### src/hdl/tsm_pkg.sv
// shared types and constants of the three-wire serial master
`default_nettype none

package tsm_pkg;

   // bits in one shifted byte
   localparam int BITS_PER_BYTE = 8;
   localparam logic [2:0] BIT_LAST = 3'(BITS_PER_BYTE - 1);

   // ticks per pin phase after reset
   localparam logic [15:0] HALF_PERIOD_RESET = 16'd72;

   // classification of one input tick
   typedef enum logic [1:0] {
      KIND_TICK  = 2'd0,
      KIND_WRITE = 2'd1,
      KIND_READ  = 2'd2
   } kind_type;

   typedef struct packed {
      kind_type    kind;
      logic [7:0]  address;
      logic [7:0]  write_data;
      logic        io_in;
   } tick_type;

   typedef struct packed {
      logic sclk;
      logic ce;
      logic io_out;
      logic io_drive;
   } pin_type;

   typedef struct packed {
      pin_type     pins;
      logic        ready_res;
      logic        done_res;
      logic [7:0]  read_data;
   } result_type;

endpackage

`default_nettype wire

### src/hdl/three_wire_serial_master.sv
// top level of the three-wire serial master
//
// channel | prefix | handshake     | carries
// --------+--------+---------------+------------------------------------------
// request | req_   | valid / stall | one tick: start, command, bytes, data pin
// result  | rsp_   | valid / stall | pin levels, ready, done, read byte
// csr     | csr_   | valid / ready | half period in ticks (16 bits)
//
// one tick transfer is taken per cycle while the request queue has room; a
// two-entry queue sits before and after the phase sequencer; the sequencer
// updates its whole state per tick, which sets the rate
// synchronous active-high reset; half period resets to 72, no clearing pass
// a stalled result side fills the result queue and then stalls the request side
`default_nettype none

module three_wire_serial_master (
   input  wire logic        clock,
   input  wire logic        reset,
   input  wire logic        req_valid,
   output logic             req_stall,
   input  wire logic        req_start_req,
   input  wire logic        req_command,
   input  wire logic [7:0]  req_address,
   input  wire logic [7:0]  req_write_data,
   input  wire logic        req_io_in,
   output logic             rsp_valid,
   input  wire logic        rsp_stall,
   output logic             rsp_sclk,
   output logic             rsp_ce,
   output logic             rsp_io_out,
   output logic             rsp_io_drive,
   output logic             rsp_ready_res,
   output logic             rsp_done_res,
   output logic [7:0]       rsp_read_data,
   input  wire logic        csr_valid,
   output logic             csr_ready,
   input  wire logic [15:0] csr_data
);

   tsm_pkg::tick_type   tick;
   tsm_pkg::result_type rsp;
   logic                tick_valid;
   logic                tick_stall;

   // register writes are always taken
   assign csr_ready = 1'b1;

   // front end
   tsm_front u_front (
      .clock          (clock),
      .reset          (reset),
      .req_valid      (req_valid),
      .req_stall      (req_stall),
      .req_start_req  (req_start_req),
      .req_command    (req_command),
      .req_address    (req_address),
      .req_write_data (req_write_data),
      .req_io_in      (req_io_in),
      .tick_valid     (tick_valid),
      .tick_stall     (tick_stall),
      .tick           (tick)
   );

   // phase sequencer
   tsm_engine u_engine (
      .clock      (clock),
      .reset      (reset),
      .csr_valid  (csr_valid),
      .csr_data   (csr_data),
      .tick_valid (tick_valid),
      .tick_stall (tick_stall),
      .tick       (tick),
      .rsp_valid  (rsp_valid),
      .rsp_stall  (rsp_stall),
      .rsp        (rsp)
   );

   // result fields
   assign rsp_sclk      = rsp.pins.sclk;
   assign rsp_ce        = rsp.pins.ce;
   assign rsp_io_out    = rsp.pins.io_out;
   assign rsp_io_drive  = rsp.pins.io_drive;
   assign rsp_ready_res = rsp.ready_res;
   assign rsp_done_res  = rsp.done_res;
   assign rsp_read_data = rsp.read_data;

endmodule

`default_nettype wire

### src/hdl/tsm_queue.sv
// two-entry queue with valid / stall handshake on both sides
`default_nettype none

module tsm_queue #(
   parameter int WIDTH = 1
) (
   input  wire logic             clock,
   input  wire logic             reset,
   input  wire logic             in_valid,
   output logic                  in_stall,
   input  wire logic [WIDTH-1:0] in_data,
   output logic                  out_valid,
   input  wire logic             out_stall,
   output logic [WIDTH-1:0]      out_data
);

   localparam logic [1:0] DEPTH = 2'd2;

   logic [WIDTH-1:0] mem_ff [2];
   logic             wr_ptr_ff;
   logic             rd_ptr_ff;
   logic [1:0]       count_ff;
   logic             push;
   logic             pop;

   // handshake flags
   assign in_stall  = (count_ff == DEPTH);
   assign out_valid = (count_ff != 2'd0);
   assign out_data  = mem_ff[rd_ptr_ff];
   assign push      = in_valid && !in_stall;
   assign pop       = out_valid && !out_stall;

   // pointers and fill level
   always_ff @(posedge clock) begin
      if (reset) begin
         wr_ptr_ff <= 1'b0;
         rd_ptr_ff <= 1'b0;
         count_ff  <= 2'd0;
      end else begin
         if (push) begin
            wr_ptr_ff <= !wr_ptr_ff;
         end
         if (pop) begin
            rd_ptr_ff <= !rd_ptr_ff;
         end
         if (push && !pop) begin
            count_ff <= count_ff + 2'd1;
         end else if (pop && !push) begin
            count_ff <= count_ff - 2'd1;
         end
      end
   end

   // entry storage
   always_ff @(posedge clock) begin
      if (push) begin
         mem_ff[wr_ptr_ff] <= in_data;
      end
   end

endmodule

`default_nettype wire

### src/hdl/tsm_front.sv
// front end: takes request transfers, classifies them and queues them
`default_nettype none

module tsm_front (
   input  wire logic       clock,
   input  wire logic       reset,
   input  wire logic       req_valid,
   output logic            req_stall,
   input  wire logic       req_start_req,
   input  wire logic       req_command,
   input  wire logic [7:0] req_address,
   input  wire logic [7:0] req_write_data,
   input  wire logic       req_io_in,
   output logic            tick_valid,
   input  wire logic       tick_stall,
   output tsm_pkg::tick_type tick
);

   tsm_pkg::tick_type                   tick_in;
   logic [$bits(tsm_pkg::tick_type)-1:0] tick_data;

   // sort each tick into plain, write start or read start
   always_comb begin
      tick_in.address    = req_address;
      tick_in.write_data = req_write_data;
      tick_in.io_in      = req_io_in;
      if (!req_start_req) begin
         tick_in.kind = tsm_pkg::KIND_TICK;
      end else if (req_command) begin
         tick_in.kind = tsm_pkg::KIND_READ;
      end else begin
         tick_in.kind = tsm_pkg::KIND_WRITE;
      end
   end

   // queue towards the tick engine
   tsm_queue #(
      .WIDTH($bits(tsm_pkg::tick_type))
   ) u_queue (
      .clock     (clock),
      .reset     (reset),
      .in_valid  (req_valid),
      .in_stall  (req_stall),
      .in_data   (tick_in),
      .out_valid (tick_valid),
      .out_stall (tick_stall),
      .out_data  (tick_data)
   );

   assign tick = tsm_pkg::tick_type'(tick_data);

endmodule

`default_nettype wire

### src/hdl/tsm_engine.sv
// back end: phase sequencer that drives the pins one tick per transfer
`default_nettype none

module tsm_engine (
   input  wire logic        clock,
   input  wire logic        reset,
   input  wire logic        csr_valid,
   input  wire logic [15:0] csr_data,
   input  wire logic        tick_valid,
   output logic             tick_stall,
   input  wire tsm_pkg::tick_type tick,
   output logic             rsp_valid,
   input  wire logic        rsp_stall,
   output tsm_pkg::result_type rsp
);

   typedef enum logic [3:0] {
      PH_IDLE      = 4'd0,
      PH_CE_LOW    = 4'd1,
      PH_CLK_LOW   = 4'd2,
      PH_CE_HIGH   = 4'd3,
      PH_ADDR_LOW  = 4'd4,
      PH_ADDR_HIGH = 4'd5,
      PH_TURN_LOW  = 4'd6,
      PH_DATA_LOW  = 4'd7,
      PH_DATA_HIGH = 4'd8,
      PH_RD_HIGH   = 4'd9,
      PH_RD_LOW    = 4'd10,
      PH_CE_OFF    = 4'd11,
      PH_PARK_HIGH = 4'd12,
      PH_IO_LOW    = 4'd13,
      PH_IO_HIGH   = 4'd14
   } phase_type;

   phase_type        phase_ff,     phase_in;
   logic [2:0]       bit_count_ff, bit_count_in;
   logic [7:0]       shift_ff,     shift_in;
   logic [7:0]       hold_ff,      hold_in;
   logic             is_read_ff,   is_read_in;
   logic [15:0]      timer_ff,     timer_in;
   logic [7:0]       captured_ff,  captured_in;
   tsm_pkg::pin_type pins_ff,      pins_in;
   logic [15:0]      half_period_ff;

   phase_type           next_phase;
   tsm_pkg::pin_type    pins_shown;
   tsm_pkg::result_type result;
   logic [15:0]         period;
   logic                ready_now;
   logic                done_now;
   logic                last_bit;
   logic                res_full;
   logic                fire;
   logic [$bits(tsm_pkg::result_type)-1:0] rsp_data;

   // pin levels set on entry to a phase
   function automatic tsm_pkg::pin_type enter_pins(
      input phase_type        p,
      input tsm_pkg::pin_type cur,
      input logic             lsb
   );
      tsm_pkg::pin_type nxt;
      nxt = cur;
      unique case (p)
         PH_CE_LOW:    nxt.ce = 1'b0;
         PH_CLK_LOW:   nxt.sclk = 1'b0;
         PH_CE_HIGH:   nxt.ce = 1'b1;
         PH_ADDR_LOW, PH_DATA_LOW: begin
            nxt.sclk     = 1'b0;
            nxt.io_drive = 1'b1;
            nxt.io_out   = lsb;
         end
         PH_ADDR_HIGH, PH_DATA_HIGH: nxt.sclk = 1'b1;
         PH_TURN_LOW:  nxt.sclk = 1'b0;
         PH_RD_HIGH: begin
            nxt.sclk     = 1'b1;
            nxt.io_drive = 1'b0;
         end
         PH_RD_LOW:    nxt.sclk = 1'b0;
         PH_CE_OFF:    nxt.ce = 1'b0;
         PH_PARK_HIGH: nxt.sclk = 1'b1;
         PH_IO_LOW: begin
            nxt.io_drive = 1'b1;
            nxt.io_out   = 1'b0;
         end
         PH_IO_HIGH:   nxt.io_out = 1'b1;
         default:      nxt = cur;
      endcase
      return nxt;
   endfunction

   // one tick is handled whenever the result queue has room
   assign fire       = tick_valid && !res_full;
   assign tick_stall = res_full;
   assign period     = (half_period_ff == 16'd0) ? 16'd1 : half_period_ff;
   assign ready_now  = (phase_ff == PH_IDLE);

   // tick update: optional start, then phase timer and phase change
   always_comb begin
      phase_in     = phase_ff;
      bit_count_in = bit_count_ff;
      shift_in     = shift_ff;
      hold_in      = hold_ff;
      is_read_in   = is_read_ff;
      timer_in     = timer_ff;
      captured_in  = captured_ff;
      pins_in      = pins_ff;
      next_phase   = PH_IDLE;
      done_now     = 1'b0;
      last_bit     = (bit_count_ff == tsm_pkg::BIT_LAST);
      pins_shown   = pins_ff;

      if (fire) begin
         // start of a transaction only from idle
         if (ready_now && (tick.kind == tsm_pkg::KIND_WRITE ||
                           tick.kind == tsm_pkg::KIND_READ)) begin
            is_read_in   = (tick.kind == tsm_pkg::KIND_READ);
            shift_in     = tick.address;
            hold_in      = tick.write_data;
            bit_count_in = 3'd0;
            phase_in     = PH_CE_LOW;
            timer_in     = 16'd0;
            pins_in.ce   = 1'b0;
         end
         pins_shown = pins_in;
         last_bit   = (bit_count_in == tsm_pkg::BIT_LAST);

         if (phase_in != PH_IDLE) begin
            if (({1'b0, timer_in} + 17'd1) >= {1'b0, period}) begin
               // phase ends in this tick
               unique case (phase_in)
                  PH_CE_LOW:   next_phase = PH_CLK_LOW;
                  PH_CLK_LOW:  next_phase = PH_CE_HIGH;
                  PH_CE_HIGH:  next_phase = PH_ADDR_LOW;
                  PH_ADDR_LOW: next_phase = PH_ADDR_HIGH;
                  PH_ADDR_HIGH: begin
                     shift_in     = {1'b0, shift_in[7:1]};
                     bit_count_in = last_bit ? 3'd0 : bit_count_in + 3'd1;
                     next_phase   = last_bit ? PH_TURN_LOW : PH_ADDR_LOW;
                  end
                  PH_TURN_LOW: begin
                     if (is_read_in) begin
                        shift_in   = 8'd0;
                        next_phase = PH_RD_HIGH;
                     end else begin
                        shift_in   = hold_in;
                        next_phase = PH_DATA_LOW;
                     end
                  end
                  PH_DATA_LOW: next_phase = PH_DATA_HIGH;
                  PH_DATA_HIGH: begin
                     shift_in     = {1'b0, shift_in[7:1]};
                     bit_count_in = last_bit ? 3'd0 : bit_count_in + 3'd1;
                     next_phase   = last_bit ? PH_CE_OFF : PH_DATA_LOW;
                  end
                  PH_RD_HIGH: begin
                     shift_in   = {tick.io_in, shift_in[7:1]};
                     next_phase = PH_RD_LOW;
                  end
                  PH_RD_LOW: begin
                     bit_count_in = last_bit ? 3'd0 : bit_count_in + 3'd1;
                     next_phase   = last_bit ? PH_CE_OFF : PH_RD_HIGH;
                  end
                  PH_CE_OFF: begin
                     if (is_read_in) begin
                        next_phase = PH_PARK_HIGH;
                     end else begin
                        next_phase = PH_IDLE;
                        done_now   = 1'b1;
                     end
                  end
                  PH_PARK_HIGH: next_phase = PH_IO_LOW;
                  PH_IO_LOW:    next_phase = PH_IO_HIGH;
                  PH_IO_HIGH: begin
                     captured_in = shift_in;
                     next_phase  = PH_IDLE;
                     done_now    = 1'b1;
                  end
                  default:      next_phase = PH_IDLE;
               endcase
               timer_in = 16'd0;
               phase_in = next_phase;
               pins_in  = enter_pins(next_phase, pins_in, shift_in[0]);
            end else begin
               timer_in = timer_in + 16'd1;
            end
         end
      end

      result.pins      = pins_shown;
      result.ready_res = ready_now;
      result.done_res  = done_now;
      result.read_data = captured_in;
   end

   // sequencer state and period register
   always_ff @(posedge clock) begin
      if (reset) begin
         phase_ff       <= PH_IDLE;
         bit_count_ff   <= 3'd0;
         shift_ff       <= 8'd0;
         hold_ff        <= 8'd0;
         is_read_ff     <= 1'b0;
         timer_ff       <= 16'd0;
         captured_ff    <= 8'd0;
         pins_ff        <= '{sclk: 1'b0, ce: 1'b0, io_out: 1'b0, io_drive: 1'b1};
         half_period_ff <= tsm_pkg::HALF_PERIOD_RESET;
      end else begin
         phase_ff     <= phase_in;
         bit_count_ff <= bit_count_in;
         shift_ff     <= shift_in;
         hold_ff      <= hold_in;
         is_read_ff   <= is_read_in;
         timer_ff     <= timer_in;
         captured_ff  <= captured_in;
         pins_ff      <= pins_in;
         if (csr_valid) begin
            half_period_ff <= csr_data;
         end
      end
   end

   // result queue towards the response side
   tsm_queue #(
      .WIDTH($bits(tsm_pkg::result_type))
   ) u_res_queue (
      .clock     (clock),
      .reset     (reset),
      .in_valid  (fire),
      .in_stall  (res_full),
      .in_data   (result),
      .out_valid (rsp_valid),
      .out_stall (rsp_stall),
      .out_data  (rsp_data)
   );

   assign rsp = tsm_pkg::result_type'(rsp_data);

endmodule

`default_nettype wire

### config.mk
export PLATFORM = sky130hd
export DESIGN_NAME = three_wire_serial_master
export DESIGN_NICKNAME = d
export VERILOG_FILES = /design/src/hdl/tsm_pkg.sv /design/src/hdl/three_wire_serial_master.sv /design/src/hdl/tsm_queue.sv /design/src/hdl/tsm_front.sv /design/src/hdl/tsm_engine.sv
export SDC_FILE = /design/constraint.sdc
export NUM_CORES = 1
export LEC_CHECK = 0
export BUFFER_PORTS_ARGS = -buffer_cell sky130_fd_sc_hd__buf_2
export CAP_MARGIN = 20
export CORE_MARGIN = 10
export CORE_UTILIZATION = 40
export DETAILED_ROUTE_END_ITERATION = 8
export SYNTH_ARGS = -nofsm -noshare
export SYNTH_HDL_FRONTEND = slang
export SYNTH_SLANG_ARGS = --single-unit
### constraint.sdc
create_clock -name clock -period 5.8 [get_ports clock]
set_input_delay 1.16 -clock clock [delete_from_list [all_inputs] [get_ports clock]]
set_output_delay 1.16 -clock clock [all_outputs]
set_load 0.01 [all_outputs]
Yosys cells after proc, flatten, opt, wreduce, memory -nomap -nowiden. Memory sizes are Yosys's and may differ from the RTL's. A register that Yosys moved wholly into a read port is not among the register bits. Index checks and enable logic that the tools add are counted.

Memories kept: 2. Output and inout bits: 17. Bits in registers: 76. Input bits: 40. RAM bits: 66. Logic and storage cells: 165.

Memory list: u_front.u_queue.mem_ff (words 2, width 19, read ports 1, clocked after memory_dff 1, wr ports 1, line tsm_queue.sv:19) `logic [WIDTH-1:0] mem_ff [2];`; u_engine.u_res_queue.mem_ff (words 2, width 14, read ports 1, clocked after memory_dff 1, wr ports 1, line tsm_queue.sv:19).

Add/subtract/negate cells: 7. Mux-type cells: 63. Reductions and logical operators: 41. Eq/ne operators: 33. Order comparisons: 1.

Operators by type and width (number): $mux W16 (5); $mux W8 (9); $eq A4 B4 Y1 const B (14); $pmux W4 S13 (1); $mux W4 (10); $eq A4 B3 Y1 const B (8); $mux W3 (9); $pmux W8 S3 (1); $add A16 B1 Y17 const B (1); $ge A17 B16 Y1 (1); $add A16 B1 Y16 const B (1); $eq A4 B2 Y1 const B (4); $logic_not A16 Y1 (1); $mux W2 (8); $mux W1 (15); $reduce_and A4 Y1 (3); $reduce_bool A2 Y1 (6); $logic_not A1 Y1 (11); $logic_and A1 B1 Y1 (9); $eq A4 B1 Y1 const B (2); $pmux W1 S2 (4); $eq A2 B2 Y1 const B (3); $reduce_or A2 Y1 (3); $reduce_or A3 Y1 (2); other kinds (12) (14).

Longest topological paths before layout.
Depth after elaboration: 16. Gate-level depth with buffers: 23. Depth with buffers taken out: 18.

Hierarchy. From an unflattened synthesis, not the netlist that was laid out.

Cell total of the unflattened synthesis: 681. Area, all modules: 6991.7 um^2.

By module, submodules not included: tsm_engine (seq. area each 1361.3 um^2, times used 1, area each 4147.7 um^2, cells each 525); tsm_queue at u_front.u_queue (seq. area each 1241.2 um^2, times used 1, area each 1590.3 um^2, cells each 84); tsm_queue at u_engine.u_res_queue (seq. area each 940.9 um^2, times used 1, area each 1226.2 um^2, cells each 68); tsm_front (seq. area each 0.0 um^2, times used 1, area each 16.3 um^2, cells each 2); three_wire_serial_master (seq. area each 0.0 um^2, times used 1, area each 11.3 um^2, cells each 2).

Worst setup path before layout. No wires, ideal clock.

Kind: reg-to-reg. Start: reg with a tool-made name. End: mem u_engine.u_res_queue.mem_ff[0][8] (netlist bit), data pin. Path buffers: 5. Path slack: 0.499 ns. Data arrival time: 5.059 ns. Required time: 5.558 ns. Setup time: 0.242 ns. Clock period less this slack: 5.301 ns. Cell stages (with the launch flop): 23. Cell sequence: dfxtp_1 -> buf_2 -> buf_1 -> mux2_2 -> ha_1 -> inv_2 -> nand2_1 -> buf_2 -> and2_1 -> ha_1 -> nand3_1 -> a211oi_4 -> nand4_1 -> xor2_1 -> nor2_1 -> ha_1 -> nand3_1 -> nor4_1 -> a32oi_2 -> o211a_1 -> buf_4 -> buf_4 -> a2111oi_0.

RTL lines (line): end: declaration (tsm_queue.sv:19).

Final worst setup path.
Start: reg u_engine.phase_ff[0]. End: reg u_engine.shift_ff[7].

Word-level cells in the longest chain between the ends: 9. Elaborated cells between the ends (all ways): 22. Classes of those cells: add/sub (1); order compare (1); eq/ne (4); mux (12); reduce/logical (4).

Ends and longest elaborated chain: start: declaration (line tsm_engine.sv:35) `phase_type phase_ff, phase_in;`; start signal: assignment (line tsm_engine.sv:209) `phase_ff <= phase_in;`; branches (longest 8 deep; another with $add A16 B1 Y17); $mux W8 * (line tsm_engine.sv:128) `if (phase_in != PH_IDLE) begin`; end signal: assignment (line tsm_engine.sv:211) `shift_ff <= shift_in;`; end: declaration (line tsm_engine.sv:37) `logic [7:0] shift_ff, shift_in;`.

Every way passes the cells marked *. The select of a mux whose other input is x is not followed. A chain may end at the register's enable or synchronous reset.

==> results_dict.tcl <==
set metrics [dict create \
    status "complete, no violations" \
    timing.setup.critical_path_class "flop to flop" \
    numClockSinks 144 \
    final.min_clock_period_ps 5250 \
    layout.cell_area.non_filler_um2 7978 \
    timing.setup.tns_ps 0 \
    hold_path_class "flop to flop" \
    synth-seq-area-share_pct 51.17 \
    via_per_inst 5.604 \
    route.detailed.drc 0 \
    area.growth.synth_to_final_pct 15.19 \
    clk_path_buf_depth 2 \
    grt_max_degree 37 \
    unrepaired_setup_endpoints_after_global_routing "false" \
    layout-drive-gt1-share_pct 16.67 \
    worst_hold_path.num_cells 0 \
    via_count 5397 \
    tritoncts "done" \
    syn_nets 739 \
    io_buffer_count 55 \
    layout_setup_ws_ps 549.7 \
    routed_wirelength_mm 16.27 \
    timing.final.crit_share_pct 90.52 \
    async_flop_share_pct 0 \
    crit_slowest_cell "sky130_fd_sc_hd__dfxtp_1" \
    design.core.area_um2 17120 \
    grt_first_pass_wirelength_mm 26.56 \
    slew_headroom_pct 29.43 \
    fill_cells 1614 \
    place.detailed.hpwl_mm 11.59 \
    hold_start "u_engine.pins_ff[1]" \
    top_level_ports 57 \
    critPathBufInv 1 \
    synth_top_flop_cell "sky130_fd_sc_hd__dfxtp_1" \
    reg2reg_depth 17 \
    r2r_setup_slk_ps 550 \
    route.antenna.remaining_nets 0 \
    worst_setup_start_kind "flop" \
    die_y_um 151.6 \
    worstReg2RegStart "u_engine.phase_ff[0]" \
    holdPathEnd "u_engine.u_res_queue.mem_ff[1][11]" \
    timing.fmax_ghz 0.1905 \
    post_cts.repair.setup_buffers 0 \
    number_of_global_route_vias_before_repair 5362 \
    end_kind "flop" \
    worst-path-max-fanout 23 \
    cts_made_buffers 17 \
    netlist_area_um2 6925 \
    yosysWarnings 0 \
    grt_antenna_before_repair 0 \
    synth_area_per_cell_um2 10.23 \
    final.setup_skew_ps 10.41 \
    placedCellCount 931 \
    series_of_cell_instances_along_the_critical_path "or4_4 -> inv_2 -> nand2_1 -> and2_1 -> ha_1 -> nand3_1 -> a211oi_4 -> nand4_1 -> xor2_1 -> nor2_1 -> ha_1 -> nand3_1 -> nor4_1 -> a32oi_2 -> o211a_1 -> or4_1 -> a32o_1" \
    initial_utilization_pct 40.46 \
    grt.overflow.total 0 \
    route.met3.wl_um 972 \
    rows 48 \
    cp_top_family "simple AND/OR/NAND/NOR gates" \
    wl_per_cell_um 16.89 \
    stdcell_count 963 \
    power.density_cell_area_nw_per_um2 443.2 \
    routedLengthMet1_mm 7.186 \
    dpl-instance-area_um2 7383 \
    synth_seq_cells 144 \
    worstSkewPairLatency_ps 430 \
    pre_cts_ws_ps 692.9 \
    setup_viol 0 \
    maxSlewViolCount 0 \
    path_clk_slew_ps 60 \
    reg_to_reg_end "u_engine.shift_ff[7]" \
    cts.root.buffer_cell "sky130_fd_sc_hd__clkbuf_16" \
    cp_slowest_stage_delay_ps 800 \
    ctsHoldBuffers 0 \
    cts_htree_levels 4 \
    number_of_synthesized_flops_with_an_enable_pin 66 \
    crit_required_ps 6130 \
    power.static_leakage_nw 3.002 \
    drt_iter0_drc 354 \
    grt.total_usage_pct 14.61 \
    yosysUniqueCellTypes 65 \
    die_x_um 151.6 \
    worst-endpoint-arrival_ps 5580 \
    wl_met2_mm 7.721 \
    die_area_um2 22980 \
    detailedRoute.firstPassIterationCount 5 \
    ctsResizeCount 0 \
    cap_viol_max_count 0 \
    design.final.nets 787 \
    netlist_instances 677 \
    power.ir.vdd_worst_mv 0.2434 \
    topRoutingLayerUsed "met4" \
    antenna_diode_count 0 \
    place_congestion 0.8751 \
    timing_worst_slew_pin_value_ps 1055 \
    hold_violations 0 \
]
==> worst register-to-register path: stages (launching register included) <==
cell,delay [ps]
sky130_fd_sc_hd__dfxtp_1,800
sky130_fd_sc_hd__or4_4,370
sky130_fd_sc_hd__inv_2,160
sky130_fd_sc_hd__nand2_1,140
sky130_fd_sc_hd__and2_1,160
sky130_fd_sc_hd__ha_1,180
sky130_fd_sc_hd__nand3_1,210
sky130_fd_sc_hd__a211oi_4,410
sky130_fd_sc_hd__nand4_1,160
sky130_fd_sc_hd__xor2_1,160
sky130_fd_sc_hd__nor2_1,80
sky130_fd_sc_hd__ha_1,360
sky130_fd_sc_hd__nand3_1,140
sky130_fd_sc_hd__nor4_1,400
sky130_fd_sc_hd__a32oi_2,110
sky130_fd_sc_hd__o211a_1,420
sky130_fd_sc_hd__or4_1,630
sky130_fd_sc_hd__a32o_1,260
==> metal layers <==
layer,track usage [%],vias up
li1,-,2602
met1,18.13,2606
met2,23.27,159
met3,3.742,30
met4,7.007,0
met5,0,-
==> worst max-delay path by stage <==
stage                          from                                end  slack (ps)  depth (start not counted)
2_1_floorplan                  flop  u_engine.u_res_queue.mem_ff[0][8]         500                         22
3_3_place_gp   u_engine.phase_ff[0]               u_engine.shift_ff[7]         890                         17
3_5_place_dp   u_engine.phase_ff[0]               u_engine.shift_ff[7]         690                         17
4_1_cts        u_engine.phase_ff[0]               u_engine.shift_ff[7]         650                         17
5_1_grt        u_engine.phase_ff[0]  u_engine.u_res_queue.mem_ff[0][8]         200                         16
6_report       u_engine.phase_ff[0]               u_engine.shift_ff[7]         550                         17
==> Yosys cell counts (7+ instances only) <==
| library cell | count | area (um^2) |
|---|---|---|
| sky130_fd_sc_hd__xor2_1 | 14 | 122.6 |
| sky130_fd_sc_hd__edfxtp_1 | 66 | 1982 |
| sky130_fd_sc_hd__a211oi_1 | 18 | 135.1 |
| sky130_fd_sc_hd__mux2_2 | 15 | 168.9 |
| sky130_fd_sc_hd__nor3_1 | 11 | 55.05 |
| sky130_fd_sc_hd__clkbuf_1 | 21 | 78.83 |
| sky130_fd_sc_hd__o211ai_1 | 7 | 52.55 |
| sky130_fd_sc_hd__a21oi_1 | 54 | 270.3 |
| sky130_fd_sc_hd__mux2i_1 | 33 | 330.3 |
| sky130_fd_sc_hd__dfxtp_1 | 78 | 1562 |
| sky130_fd_sc_hd__nand2_1 | 48 | 180.2 |
| sky130_fd_sc_hd__nand3_1 | 33 | 165.2 |
| sky130_fd_sc_hd__inv_1 | 25 | 93.84 |
| sky130_fd_sc_hd__or3_1 | 8 | 50.05 |
| sky130_fd_sc_hd__nor2b_1 | 7 | 43.79 |
| sky130_fd_sc_hd__and2_1 | 8 | 50.05 |
| sky130_fd_sc_hd__xnor2_1 | 7 | 61.31 |
| sky130_fd_sc_hd__nor2_1 | 56 | 210.2 |
| sky130_fd_sc_hd__ha_1 | 22 | 275.3 |
| sky130_fd_sc_hd__o21ai_0 | 39 | 195.2 |
==> cells by family (layout without fill, tap and decap cells) <==
group	Yosys count	in the layout	synth area share (%)
buffers and inverters	67	128	4.354
XOR/XNOR	21	21	2.656
multiplexers	48	48	7.209
other	1	1	0.05415
flip-flops	144	144	51.17
adder cells (fa/ha/maj)	22	22	3.975
AND/OR/NAND/NOR	207	207	14.83
AO/OA/AOI/OAI	167	167	15.75
==> flip-flops by register name, summed over array words and instances (netlist names), 2 cells and up, named ones only <==
name / cells
u_front.u_queue.mem_ff: 38
u_engine.u_res_queue.mem_ff: 28
u_engine.half_period_ff: 16
u_engine.timer_ff: 16
u_engine.captured_ff: 8
u_engine.hold_ff: 8
u_engine.shift_ff: 8
u_engine.phase_ff: 4
u_engine.pins_ff: 4
u_engine.bit_count_ff: 3
u_engine.u_res_queue.count_ff: 2
u_front.u_queue.count_ff: 2
==> per-stage QoR <==
step / total power [mW] / hold slack [ps] / utilization, %
floorplan: 2.109 / 425.2 / -
global placement: 2.412 / 442.8 / 43.14
detailed placement: 2.448 / 451.4 / 43.14
CTS: 3.561 / 465.7 / 46.61
global route: 3.729 / 492.8 / 46.61
finish: 3.536 / 467.5 / 46.61
==> where the power goes <==
part           switching (mW)  internal [mW]  leakage [nW]  total (mW)
registers               0.113           1.27          1.25        1.39
clock network           0.430          0.677         0.283        1.11
logic                   0.674          0.366          1.47        1.04
==> final cells by class <==
| class | instances | area, um^2 | share of cell area [%] |
|---|---|---|---|
| Multi-Input combinational cell | 466 | 3080 | 38.61 |
| Clock buffer | 19 | 432.9 | 5.427 |
| Tap cell | 225 | 281.5 | 3.529 |
| Inverter | 28 | 105.1 | 1.317 |
| Sequential cell | 144 | 3543 | 44.42 |
| Clock inverter | 13 | 161.4 | 2.023 |
| Timing Repair Buffer | 68 | 372.9 | 4.674 |
==> cells in the final DEF, fill, tap and decap left out, drive strengths merged, types with 3 or more instances in the layout <==
cell type,synthesis,routed
dfxtp,78,78
buf,17,68
edfxtp,66,66
nor2,57,57
a21oi,54,54
nand2,48,48
o21ai,40,40
nand3,33,33
mux2i,33,33
inv,28,31
ha,22,22
a211oi,19,19
clkbuf,22,19
mux2,15,15
xor2,14,14
nor3,12,12
and2,8,8
or3,8,8
xnor2,7,7
o211ai,7,7
nor2b,7,7
nor4,6,6
nand4,6,6
a22o,6,6
a221o,6,6
clkinv,0,5
nand2b,4,4
and4,4,4
a21o,4,4
a31oi,4,4
or4,4,4
nor3b,3,3
and3,3,3
a211o,3,3
o21a,3,3
a32o,3,3
bufinv,0,3
No activity file was read; power rests on OpenSTA's default activity.
